[src/acm_pkg.sv]
// Shared constants, types and configuration layout of the audio channel mixer.
package acm_pkg;

  // Mixer size and internal scaling.
  localparam int NumChannels   = 4;
  localparam int MixCh         = (NumChannels < 4) ? NumChannels : 4;
  // The internal range must be a power of two.
  localparam int InternalRange = 1024;
  localparam int IrShift       = $clog2(InternalRange);
  localparam int FracBits      = 12;
  localparam int DivShift      = FracBits + IrShift;

  // Field and register widths.
  localparam int SampleW  = 16;
  localparam int GainW    = 16;
  localparam int FmtW     = 2;
  localparam int VolW     = 10;
  localparam int RangeW   = 16;
  localparam int MaskW    = 16;
  localparam int SilW     = 11;
  localparam int CfgIdxW  = 3;
  localparam int CfgDataW = 64;

  // Datapath widths.
  localparam int DecW     = SampleW + 1;
  localparam int ProdW    = DecW + GainW + 1;
  localparam int AccW     = ProdW + 2;
  localparam int VolProdW = AccW + VolW;
  localparam int ScaledW  = VolProdW + RangeW + 1;
  localparam int MagFullW = ScaledW - DivShift;

  // Division by the unity volume through a reciprocal multiply.
  localparam int    VolUnity   = 1023;
  localparam int    MagW       = 26;
  localparam int    RecipShift = 36;
  localparam int    RecipW     = 27;
  localparam longint Recip     = ((64'd1 << RecipShift) + VolUnity - 1) / VolUnity;
  localparam longint SatLimit  = longint'(VolUnity) * 65536;
  localparam int    QW         = 17;
  localparam int    SatQ       = 65536;
  localparam int    OutSW      = QW + 1;

  // Offset that centres unsigned channel formats, in Q.12 units.
  localparam logic signed [AccW-1:0] HalfIr  = AccW'(InternalRange / 2);
  localparam logic signed [AccW-1:0] HalfIrQ = HalfIr <<< FracBits;

  // Sample encodings.
  typedef enum logic [FmtW-1:0] {
    FmtU8  = 2'd0,
    FmtS8  = 2'd1,
    FmtU16 = 2'd2,
    FmtS16 = 2'd3
  } fmt_e;

  // Configuration register indexes.
  typedef enum logic [CfgIdxW-1:0] {
    CfgGains   = 3'd0,
    CfgFormats = 3'd1,
    CfgOutFmt  = 3'd2,
    CfgVolume  = 3'd3,
    CfgRange   = 3'd4,
    CfgMask    = 3'd5,
    CfgSilence = 3'd6
  } cfg_idx_e;

  // Configuration registers as seen by the datapath.
  typedef struct packed {
    logic [4*GainW-1:0] gains;
    logic [4*FmtW-1:0]  formats;
    fmt_e               out_fmt;
    logic [VolW-1:0]    volume;
    logic [RangeW-1:0]  range;
    logic [MaskW-1:0]   mask;
    logic [SilW-1:0]    silence;
  } cfg_t;

  // Products of the lane multipliers.
  typedef struct packed {
    logic [MixCh-1:0][ProdW-1:0] prod;
    logic [MixCh-1:0]            centre;
    logic [MixCh-1:0]            present;
  } lane_t;

  // Quotient magnitude and sign before clamping.
  typedef struct packed {
    logic          neg;
    logic [QW-1:0] mag;
  } quot_t;

endpackage

[src/acm_accum.sv]
// Second stage: sums the channel contributions or substitutes the silence level.
module acm_accum (
  input  logic                             clk_i,
  input  logic                             rst_ni,
  input  acm_pkg::cfg_t                    cfg_i,
  input  logic                             valid_i,
  output logic                             ready_o,
  input  acm_pkg::lane_t                   lane_i,
  output logic                             valid_o,
  input  logic                             ready_i,
  output logic signed [acm_pkg::AccW-1:0]  acc_o
);
  import acm_pkg::*;

  logic                   valid_q;
  logic signed [AccW-1:0] acc_d;
  logic signed [AccW-1:0] acc_q;
  logic signed [AccW-1:0] term;
  logic signed [AccW-1:0] sil;

  // Centred, gain-scaled contributions of the present channels.
  always_comb begin
    acc_d = '0;
    term  = '0;
    for (int i = 0; i < MixCh; i++) begin
      term = AccW'($signed(lane_i.prod[i]));
      if (lane_i.centre[i]) begin
        term = term - HalfIrQ;
      end
      if (lane_i.present[i]) begin
        acc_d = acc_d + term;
      end
    end
    sil = ($signed({{(AccW-SilW){1'b0}}, cfg_i.silence}) - HalfIr) <<< FracBits;
    if (lane_i.present == '0) begin
      acc_d = sil;
    end
  end

  assign ready_o = !valid_q || ready_i;

  always_ff @(posedge clk_i or negedge rst_ni) begin
    if (!rst_ni) begin
      valid_q <= 1'b0;
    end else if (ready_o) begin
      valid_q <= valid_i;
    end
  end

  always_ff @(posedge clk_i) begin
    if (ready_o && valid_i) begin
      acc_q <= acc_d;
    end
  end

  assign valid_o = valid_q;
  assign acc_o   = acc_q;

endmodule

[config.mk]
export PLATFORM = sky130hd
export DESIGN_NAME = acm_accum
export DESIGN_NICKNAME = d
export VERILOG_FILES = /design/src/acm_pkg.sv /design/src/acm_accum.sv
export SDC_FILE = /design/constraint.sdc
export NUM_CORES = 1
export LEC_CHECK = 0
export BUFFER_PORTS_ARGS = -buffer_cell sky130_fd_sc_hd__buf_2
export CORE_MARGIN = 2
export CORE_UTILIZATION = 55
export DETAILED_ROUTE_END_ITERATION = 6
export GPL_TIMING_DRIVEN = 0
export PLACE_DENSITY = 0.88
export SLEW_MARGIN = 15
export SYNTH_ARGS = -nofsm -noshare
export SYNTH_HDL_FRONTEND = slang
export SYNTH_SLANG_ARGS = --single-unit
[constraint.sdc]
create_clock -name clk_i -period 5 [get_ports clk_i]
set_clock_uncertainty 0.05 [all_clocks]
set_input_delay 0.5 -clock clk_i [delete_from_list [all_inputs] [get_ports clk_i]]
set_output_delay 0.5 -clock clk_i [all_outputs]
set_load 0.1 [all_outputs]
Word-level counts from Yosys, hierarchy flattened
Cells that the tools add are included.
Storage, ports and cells
  bits in registers: 37
  bits in latches: 0
  bits in writable memories: 0
  memory bits (read-only): 0
  output and inout bits: 38
  word-level logic and storage cells: 24
  memories kept: 0
Cells by class
  add/sub/neg operators: 8
  $mul: 0
  div/mod/pow operators: 0
  order comparisons: 0
  eq/ne operators: 0
  shifts and indexed selects: 0
  muxes and demuxes: 9
  bitwise operators: 0
  reduce and logical (&&, ||, !) cells: 4
Operator list (count)
  36-bit 2-to-1 mux: 9
  34-bit by 23-bit subtractor with 35-bit output (second input constant): 4
  36-bit adder: 3
  11-bit by 10-bit subtractor with 12-bit output (second input constant): 1
  4-bit logical NOT: 1
  1-bit logical AND: 1
  1-bit logical NOT: 1
  1-bit logical OR: 1

Longest topological paths before layout
Gate-level depths: netlist (run 1).
  depth after elaboration: 10
  depth in mapped cells: 38
  depth with buffers taken out: 37

Least setup slack after synthesis (run 1)
Ideal clock, no wire load.
  path kind: input to register
  start point: input lane_i[0] (netlist name)
  end point: register acc_q[35], in the netlist acc_o[35], data pin
  arrival: 6.701 ns
  path slack: -2.011 ns
  cell stages on the path: 34
  path buffers: 2
  cells stage by stage: clkbuf_1 > clkbuf_1 > nand2_1 > inv_1 > ha_1 > a21oi_1 > nand4b_1 > a211o_1 > a2111oi_0 > nor2_1 > o21ai_1 > xor2_1 > nand2_1 > o21ai_0 > ha_1 > a21o_1 > a21oi_1 > and2b_1 > a311o_1 > a41oi_2 > xnor2_1 > mux2_2 > ha_1 > a21o_1 > a21o_1 > a21oi_1 > o21bai_1 > a21oi_1 > nor2b_1 > o21a_1 > o31ai_1 > mux2_2 > nor2_1 > mux2i_1
Between the ends
  longest elaborated chain between the ends: 8
RTL lines
  start: declaration: line acm_accum.sv:8  | input acm_pkg::lane_t lane_i,
  36-bit 2-to-1 mux: line acm_accum.sv:30  | if (lane_i.present[i]) begin
  36-bit adder: line acm_accum.sv:31  | acc_d = acc_d + term;
  36-bit 2-to-1 mux: line acm_accum.sv:30
  36-bit adder: line acm_accum.sv:31
  36-bit 2-to-1 mux: line acm_accum.sv:30
  36-bit adder: line acm_accum.sv:31
  36-bit 2-to-1 mux: line acm_accum.sv:30
  36-bit 2-to-1 mux (*): line acm_accum.sv:35  | if (lane_i.present == '0) begin
  net acc_d[35]: line acm_accum.sv:16  | logic signed [AccW-1:0] acc_d;
  end signal: assignment: line acm_accum.sv:52  | acc_q <= acc_d;
  end: declaration: line acm_accum.sv:17  | logic signed [AccW-1:0] acc_q;
Mark *: on every way through the listed nets, which the timed path passes. The rest lies on a longest branch.
A chain may end at the register's enable or synchronous reset.

Final worst setup path (run 1)
Same ends and word-level chain as after synthesis.

==> results.yml, run 1 <==
outcome:
  violations: "setup timing"
  status: "finished, violations left"
synth:
  synth_edf_count: 36
  syn-cell-area_um2: 9060
  synth-seq-area-share_pct: 12.2
  synth_area_per_cell_um2: 7.44
  synthArstFlopShare_pct: 2.70
  syn_nets: 1605
  synth_cells: 1217
  ys.flop_type: "edfxtp_1"
  ys_ff_latch: 37
  yosysWarnings: 0
  yosysUniqueCellTypes: 77
layout:
  utilization_pct: 78.3
  multi_input_area_um2: 8860
  layout_commonest_cell: "buf_2"
  fin_area_um2: 12500
  seqCellArea_um2: 1110
  fin_nets: 1880
  syn2layout_area_growth_pct: 38.4
  fin_cells: 1711
  num-fill-cells: 1098
  mostFrequentLayoutCells: "buf_2 (196), nand2_1 (102), a21oi_1 (90)"
  drive_above_1_share_pct: 36.5
flow_run:
  cap_violations: 0
setup_path:
  worstSetupStartpointType: "primary input"
  cp.arrival_ps: 6760
  critical_path_class: "in -> reg"
  crit_path_max_fanout: 10
  crit_required_ps: 4990
  critPathMaxStageDelay_ps: 540
  crit_path_end_kind: "flop"
  slowest_stage: "or4_4"
  critPathLaunch: "lane_i[0]"
  r2r-start: "valid_o"
die:
  coreArea_um2: 16000
  dieArea_um2: 17500
  die_w_um: 132
  io_pins: 313
  die_y_um: 132
  start_util_pct: 56.6
  rows: 46
hold_path:
  hold_start: "valid_i"
  min_path_type: "in -> reg"
power:
  power_density_nw_per_um2: 331
  p_total_mw: 4.15
  leakagePower_nw: 5.66
  max-vdd-ir-drop_uv: 258
timing:
  finalSetupTns_ps: -29370
  min_period_ps: 6770
  rsz0062_at_grt: "true"
  fmax_ghz: 0.148
  hold_viol: 0
  slew_headroom_pct: 22.8
  setup_ws_ps: -1770
  worst_slew_pin_slew_ps: 1150
  hold_ws_ps: 358
  setup_violations: 26
  final-max-slew-violation-count: 0
  finalCritPeriodShare_pct: 135
route:
  wirelength_um: 34300
  routed-wl-met2_um: 15500
  first_pass_iters: 7
  wl_per_cell_um: 20.0
  drcViolationCount: 0
  drtAntennaViolNets: 0
  highest_layer: "met5"
  wl_met3_um: 3640
  drtIter0Drc: 1140
  via_per_inst: 6.47
  vias: 11100
  wl_met1_um: 13200
global_route:
  first_global_vias: 9829
  grt_usage_pct: 33.4
  grt_pass1_wl_um: 47800
  grt_max_degree: 26
  overflow: 0
  antenna_found_initial: 2
cts:
  cts_buffers: 5
  cts.sinks: 37
  cts_root_buf: "clkbuf_16"
  cts-htree-levels: 2
  clk_latency_ps: 300
  cts_tree: "built"
  path_clk_slew_ps: 60
  cts_max_path_buffers: 2
placement:
  placed_cells: 1629
  place.gp.congestion: 0.954
  io_buffer_count: 195
  placed_cell_area_um2: 10800
  place_ws_ps: -2300
  dp_hpwl_um: 23800
==> cell usage after synthesis, drive strengths merged (10+ instances only) <==
master    n  area (µm²)
clkbuf   37         143
nand2   109         409
nor2b    13        81.3
a31oi    11        81.3
xor2     56         490
nor3     35         175
and3     10        67.6
o21bai   16         120
edfxtp   36        1080
nand4    17         106
a21o     60         452
o21ai    75         383
mux2i    14         140
nor2     80         300
o21a     14         105
mux2     34         383
nand3    24         120
inv      71         267
and2     28         175
xnor2    81         709
ha      110        1380
a211oi   10        80.1
a21oi   139         696
nand2b   14        87.6
or3      14        87.6
==> area by class of cell <==
class,count,area share (%)
Antenna cell,2,0.0399
Buffer,34,1.76
Clock buffer,5,0.998
Clock inverter,3,0.140
Inverter,72,2.18
Multi-Input combinational cell,1064,70.7
Sequential cell,37,8.82
Tap cell,216,2.16
Timing Repair Buffer,278,13.2
==> routing by layer <==
layer | track usage, % | up-vias
li1 | - | 5007
met1 | 43.2 | 5102
met2 | 56.3 | 760
met3 | 4.84 | 198
met4 | 12.5 | 2
met5 | 0 | -
==> worst max-delay path, delay by kind of cell <==
family          cells  cell delay (ps)
compound gates     14             2520
mux                 3              700
buf+inv             4              450
simple gates        7             1380
xor+xnor            2              260
fa+ha+maj           3              930
==> sequential cells by signal, summed over array words and instances (netlist names) <==
signal and cells:
valid_o 1, acc_o 36
==> power breakdown <==
part           internal (mW)  switching, mW  leakage (nW)  total [mW]
sequential             0.432         0.0143         0.353       0.447
combinational           1.41           1.98          5.24        3.38
clock                  0.183          0.140        0.0696       0.323
total                   2.02           2.13          5.66        4.15
==> final timing paths <==
path	slack, ps	depth (start not counted)	endpoint
min in group asynchronous	460	2	valid_o
worst max-delay path	-1770	33	acc_o[35]
worst max register to register	3550	3	acc_o[29]
worst min register to register	490	2	valid_o
max in group asynchronous	4360	2	valid_o
worst min-delay path	360	2	valid_o
==> kinds of logic after synthesis <==
family,synth area share (%)
multiplexers,5.77
adder cells (fa/ha/maj),15.9
flip-flops,12.2
AO/OA/AOI/OAI,28.1
AND/OR/NAND/NOR,19.9
XOR/XNOR,13.2
buffers and inverters,4.93
==> what timing repair did <==
action                                  in CTS  in global routing
hold endpoints to repair                     1                  0
endpoints found under the setup margin      27                 28
hold buffers                                 1                  0
pin swaps                                   44                 94
gates resized for setup                     69                148
setup buffers                               35                 46
(Power assumes the default switching activity.)
==> inputs of run 2 (changes only) <==
Settings changed: CORE_UTILIZATION 55 to 31, PLACE_DENSITY 0.88 to 0.55.
==> run 2 against run 1 <==
- the flow still finishes with violations (setup timing)
- final area is 1.2% higher
- power shrank 4.1%
- worst setup slack better by 200 ps
==> results.yml, run 2 (synthesized netlist as in run 1, its figures left out) <==
outcome:
  status: "finished, violations left"
  violations: "setup timing"
layout:
  utilization_pct: 44.2
  largest_reg_flops: 36
  drive_above_1_share_pct: 36.0
  mostFrequentLayoutCells: "buf_2 (196), nand2_1 (102), a21oi_1 (88)"
  layout_commonest_cell: "buf_2"
  fin_nets: 1875
  num-fill-cells: 2982
  syn2layout_area_growth_pct: 40.1
route:
  via_per_inst: 5.27
  drcViolationCount: 0
  first_pass_iters: 4
  drtAntennaViolNets: 0
  wirelength_um: 33000
  wl_per_cell_um: 17.6
  drtIter0Drc: 587
  vias: 9867
timing:
  final-max-slew-violation-count: 0
  setup_violations: 24
  finalCritPeriodShare_pct: 131
  worst_slew_pin_slew_ps: 804
  rsz0062_at_grt: "true"
  hold_viol: 0
  min_period_ps: 6570
  slew_headroom_pct: 46.4
  setup_ws_ps: -1570
  fmax_ghz: 0.152
global_route:
  grt_max_degree: 27
  antenna_found_initial: 3
  grt_usage_pct: 20.5
  first_global_vias: 9588
  overflow: 0
  grt_pass1_wl_um: 50000
die:
  io_pins: 313
  die_y_um: 175
  coreArea_um2: 28700
  rows: 62
  die_w_um: 175
  start_util_pct: 31.6
  dieArea_um2: 30600
setup_path:
  critical_path_class: "in -> reg"
  cp.arrival_ps: 6560
  slowest_stage: "a2111oi_4"
  crit_required_ps: 4980
  critPathMaxStageDelay_ps: 460
  rr_endpoint: "acc_o[28]"
  reg2regPathDepth: 3
  reg2reg_setup_slack_ps: 3590
  endpoint: "acc_o[35]"
  r2r-start: "valid_o"
  critPathLaunch: "lane_i[0]"
  crit_path_end_kind: "flop"
  worstSetupStartpointType: "primary input"
  crit_path_max_fanout: 7
power:
  leakagePower_nw: 5.61
  max-vdd-ir-drop_uv: 206
  p_total_mw: 3.98
  power_density_nw_per_um2: 314
cts:
  path_clk_slew_ps: 60
  clk_latency_ps: 290
  cts_buffers: 5
  cts_tree: "built"
  cts-htree-levels: 2
  cts_max_path_buffers: 2
  cts.sinks: 37
  cts_root_buf: "clkbuf_16"
placement:
  dp_hpwl_um: 26400
  io_buffer_count: 195
  place_ws_ps: -2470
  place.gp.congestion: 0.875
flow_run:
  cap_violations: 0
hold_path:
  min_path_type: "in -> reg"
## run 2: metrics by stage
| stage | setup TNS [ps] | instance area (µm²) | cells | hold WS (ps) |
|---|---|---|---|---|
| 3_3_place_gp | -44130 | 11000 | 1796 | 226 |
| 6_report | -23710 | 12700 | 1873 | 365 |
| 5_1_grt | -30510 | 12700 | 1872 | 386 |
| 3_5_place_dp | -43640 | 11000 | 1797 | 225 |
| 4_1_cts | -25190 | 11900 | 1839 | 367 |
| 2_1_floorplan | -15460 | 9530 | 1217 | 154 |
## run 2: power breakdown
group          internal (mW)  leakage [nW]  switching, mW
sequential             0.432         0.353         0.0153
clock                  0.185        0.0679          0.133
combinational           1.36          5.19           1.86
## run 2: worst min-delay path by stage
stage / from / end / slack (ps) / cells after the start
after global placement: rst_ni / valid_o / 230 / 1
after CTS: valid_i / valid_o / 370 / 2
after global routing: valid_i / valid_o / 390 / 2
after detailed placement: rst_ni / valid_o / 230 / 1
final: valid_i / valid_o / 360 / 2
after floorplan: rst_ni / valid_o / 150 / 0
## run 2: cell type report
cell class	count	area (µm²)	area share (%)
inverters	72	273	2.15
clock inverters	1	5.00	0.0394
plain buffers	37	239	1.88
multi-input cells	1064	8890	70.0
well taps	384	480	3.79
flip-flops and latches	37	1110	8.72
repair buffers	270	1570	12.3
diodes	1	2.50	0.0197
clock buffers	7	133	1.05
## run 2: layer usage
| layer | track usage, % | part of all wire [%] | vias up | wire length, µm |
|---|---|---|---|---|
| met5 | 0 | 0.082 | - | 27 |
| met3 | 2.89 | 4.3 | 33 | 1420 |
| met1 | 26.8 | 46 | 4588 | 15300 |
| met4 | 3.82 | 1.8 | 4 | 609 |
| met2 | 35.9 | 48 | 237 | 15700 |
| li1 | - | - | 5005 | - |
## run 2: timing repair
item,in CTS,in global routing
setup endpoints to repair,27,28
buffers inserted,36,37
pin swaps,46,77
hold buffers,1,0
gates resized for setup,93,114
endpoints found under the hold margin,1,0
## run 2: worst max-delay path: cells and delay by family
kind / cells / cell delay (ps)
AOI/OAI and AO/OA: 14 / 2960
and+or+nand+nor: 7 / 810
adders and majority gates: 3 / 710
muxes: 3 / 690
buffers and inverters: 5 / 600
xor gates and xnor gates: 2 / 290
==> inputs of run 3 (changes only) <==
Settings changed: CELL_PAD_IN_SITES_DETAIL_PLACEMENT set to 0, CELL_PAD_IN_SITES_GLOBAL_PLACEMENT set to 2, CTS_BUF_LIST set to sky130_fd_sc_hd__clkbuf_2, PLACE_DENSITY 0.55 to 0.91.
==> run 3 against run 2 <==
- the run still ends with setup timing left
- worst setup slack better by 190 ps
- largest cell class unchanged
- wire length rose by 3.6%
- via count is 1.8% higher
- combinational power rose by 3%
- core utilization rose by 0.50 points
- sequential cell count unchanged
- cell count rose by 0.91%
- critical path depth stayed put
==> results.yml, run 3 (synthesized netlist as in run 1, its figures left out) <==
die:
  start_util_pct: 31.6
  die_y_um: 175
  io_pins: 313
  dieArea_um2: 30600
  die_w_um: 175
  coreArea_um2: 28700
  rows: 62
outcome:
  status: "finished, violations left"
  violations: "setup timing"
placement:
  place_ws_ps: -2520
  placed_cells: 1797
  place.gp.congestion: 0.883
  io_buffer_count: 195
  dp_hpwl_um: 27000
power:
  p_total_mw: 3.96
  power_density_nw_per_um2: 308
  max-vdd-ir-drop_uv: 148
  leakagePower_nw: 5.72
global_route:
  gr-usage-met3_pct: 2.57
  grtUsageMet2_pct: 36.2
  first_global_vias: 9847
  overflow: 0
  top_usage_layer: "met2"
  grt_max_degree: 24
  grt_usage_pct: 21.1
  grt_pass1_wl_um: 51500
  antenna_found_initial: 3
  grtUsageMet1_pct: 27.7
timing:
  slew_headroom_pct: 17.2
  fmax_ghz: 0.157
  min_period_ps: 6390
  finalCritPeriodShare_pct: 128
  worst_slew_pin_slew_ps: 1230
  rsz0062_at_grt: "true"
  final-max-slew-violation-count: 0
  hold_viol: 0
  setup_ws_ps: -1390
  setup_violations: 25
cts:
  cts-htree-levels: 2
  cts_root_buf: "clkbuf_2"
  cts_buffers: 5
  path_clk_slew_ps: 240
  cts_max_path_buffers: 2
  cts.sinks: 37
  clk_latency_ps: 460
  cts_tree: "built"
route:
  drtIter0Drc: 736
  wl_per_cell_um: 18.1
  drcViolationCount: 0
  wirelength_um: 34200
  via_per_inst: 5.32
  first_pass_iters: 5
  vias: 10000
  drtAntennaViolNets: 0
flow_run:
  cap_violations: 0
setup_path:
  crit_path_end_kind: "flop"
  slowest_stage: "or4_4"
  crit_required_ps: 5180
  cp.arrival_ps: 6560
  critical_path_class: "in -> reg"
  critPathMaxStageDelay_ps: 520
  crit_path_max_fanout: 5
  cpMostUsedCell: "ha_4"
  worstSetupStartpointType: "primary input"
layout:
  fin_nets: 1891
  drive_above_1_share_pct: 36.8
  mostFrequentLayoutCells: "buf_2 (198), nand2_1 (101), a21oi_1 (89)"
  syn2layout_area_growth_pct: 41.7
  largest_reg_flops: 36
  layout_commonest_cell: "buf_2"
  fin_cells: 1890
hold_path:
  min_path_type: "in -> reg"
==> run 3: worst paths after layout <==
path,depth (start not counted),endpoint,from,slack [ps]
worst max-delay path,34,acc_o[35],lane_i[0],-1390
worst min-delay path,2,valid_o,valid_i,170
worst max register to register,3,acc_o[28],valid_o,3470
worst min register to register,2,valid_o,valid_o,520
max in group asynchronous,2,valid_o,rst_ni,4590
min in group asynchronous,2,valid_o,rst_ni,240
==> run 3: layout make-up <==
cell class / instances / area [µm²]
antenna: 2 / 5.00
buffer: 35 / 233
clock buffer: 5 / 25.0
clock inverter: 3 / 41.3
fill: 2965 / 15900
inverter: 72 / 273
multi-input combinational: 1064 / 8940
sequential: 37 / 1110
tap: 384 / 480
timing repair buffer: 288 / 1730
==> run 3: per-layer routing <==
layer	share of wire, %	up-vias
met3	5.1	42
met4	2.5	2
met1	45	4676
met2	47	292
met5	0.032	-
li1	-	5034
==> run 3: where the power goes <==
group	internal (mW)	leakage (nW)	total [mW]	switching [mW]
Combinational	1.40	5.33	3.30	1.90
Sequential	0.431	0.353	0.448	0.0163
Clock	0.0825	0.0366	0.210	0.127
Total	1.92	5.72	3.96	2.04
==> run 3: per-stage QoR <==
step	setup TNS [ps]	util (%)	instance area, µm²	hold WS, ps
floorplan	-15460	-	9530	154
global placement	-45820	38.3	11000	225
detailed placement	-46890	38.4	11000	227
CTS	-19000	42.4	12200	178
global route	-26250	44.7	12800	182
finish	-19970	44.7	12800	171
==> run 3: what timing repair did <==
| item | CTS | global route |
|---|---|---|
| setup endpoints to repair | 27 | 26 |
| endpoints found under the hold margin | 1 | 0 |
| resized for setup | 128 | 92 |
| gates cloned | 1 | 0 |
| pin swaps | 68 | 87 |
| buffers inserted | 57 | 42 |
| hold buffers | 1 | 0 |
==> run 3: critical path, delay by kind of cell <==
family / cells / cell delay [ps]
mux: 3 / 650
compound gates: 10 / 1780
buf+inv: 6 / 630
xor+xnor: 2 / 300
simple gates: 9 / 1650
fa+ha+maj: 4 / 1050
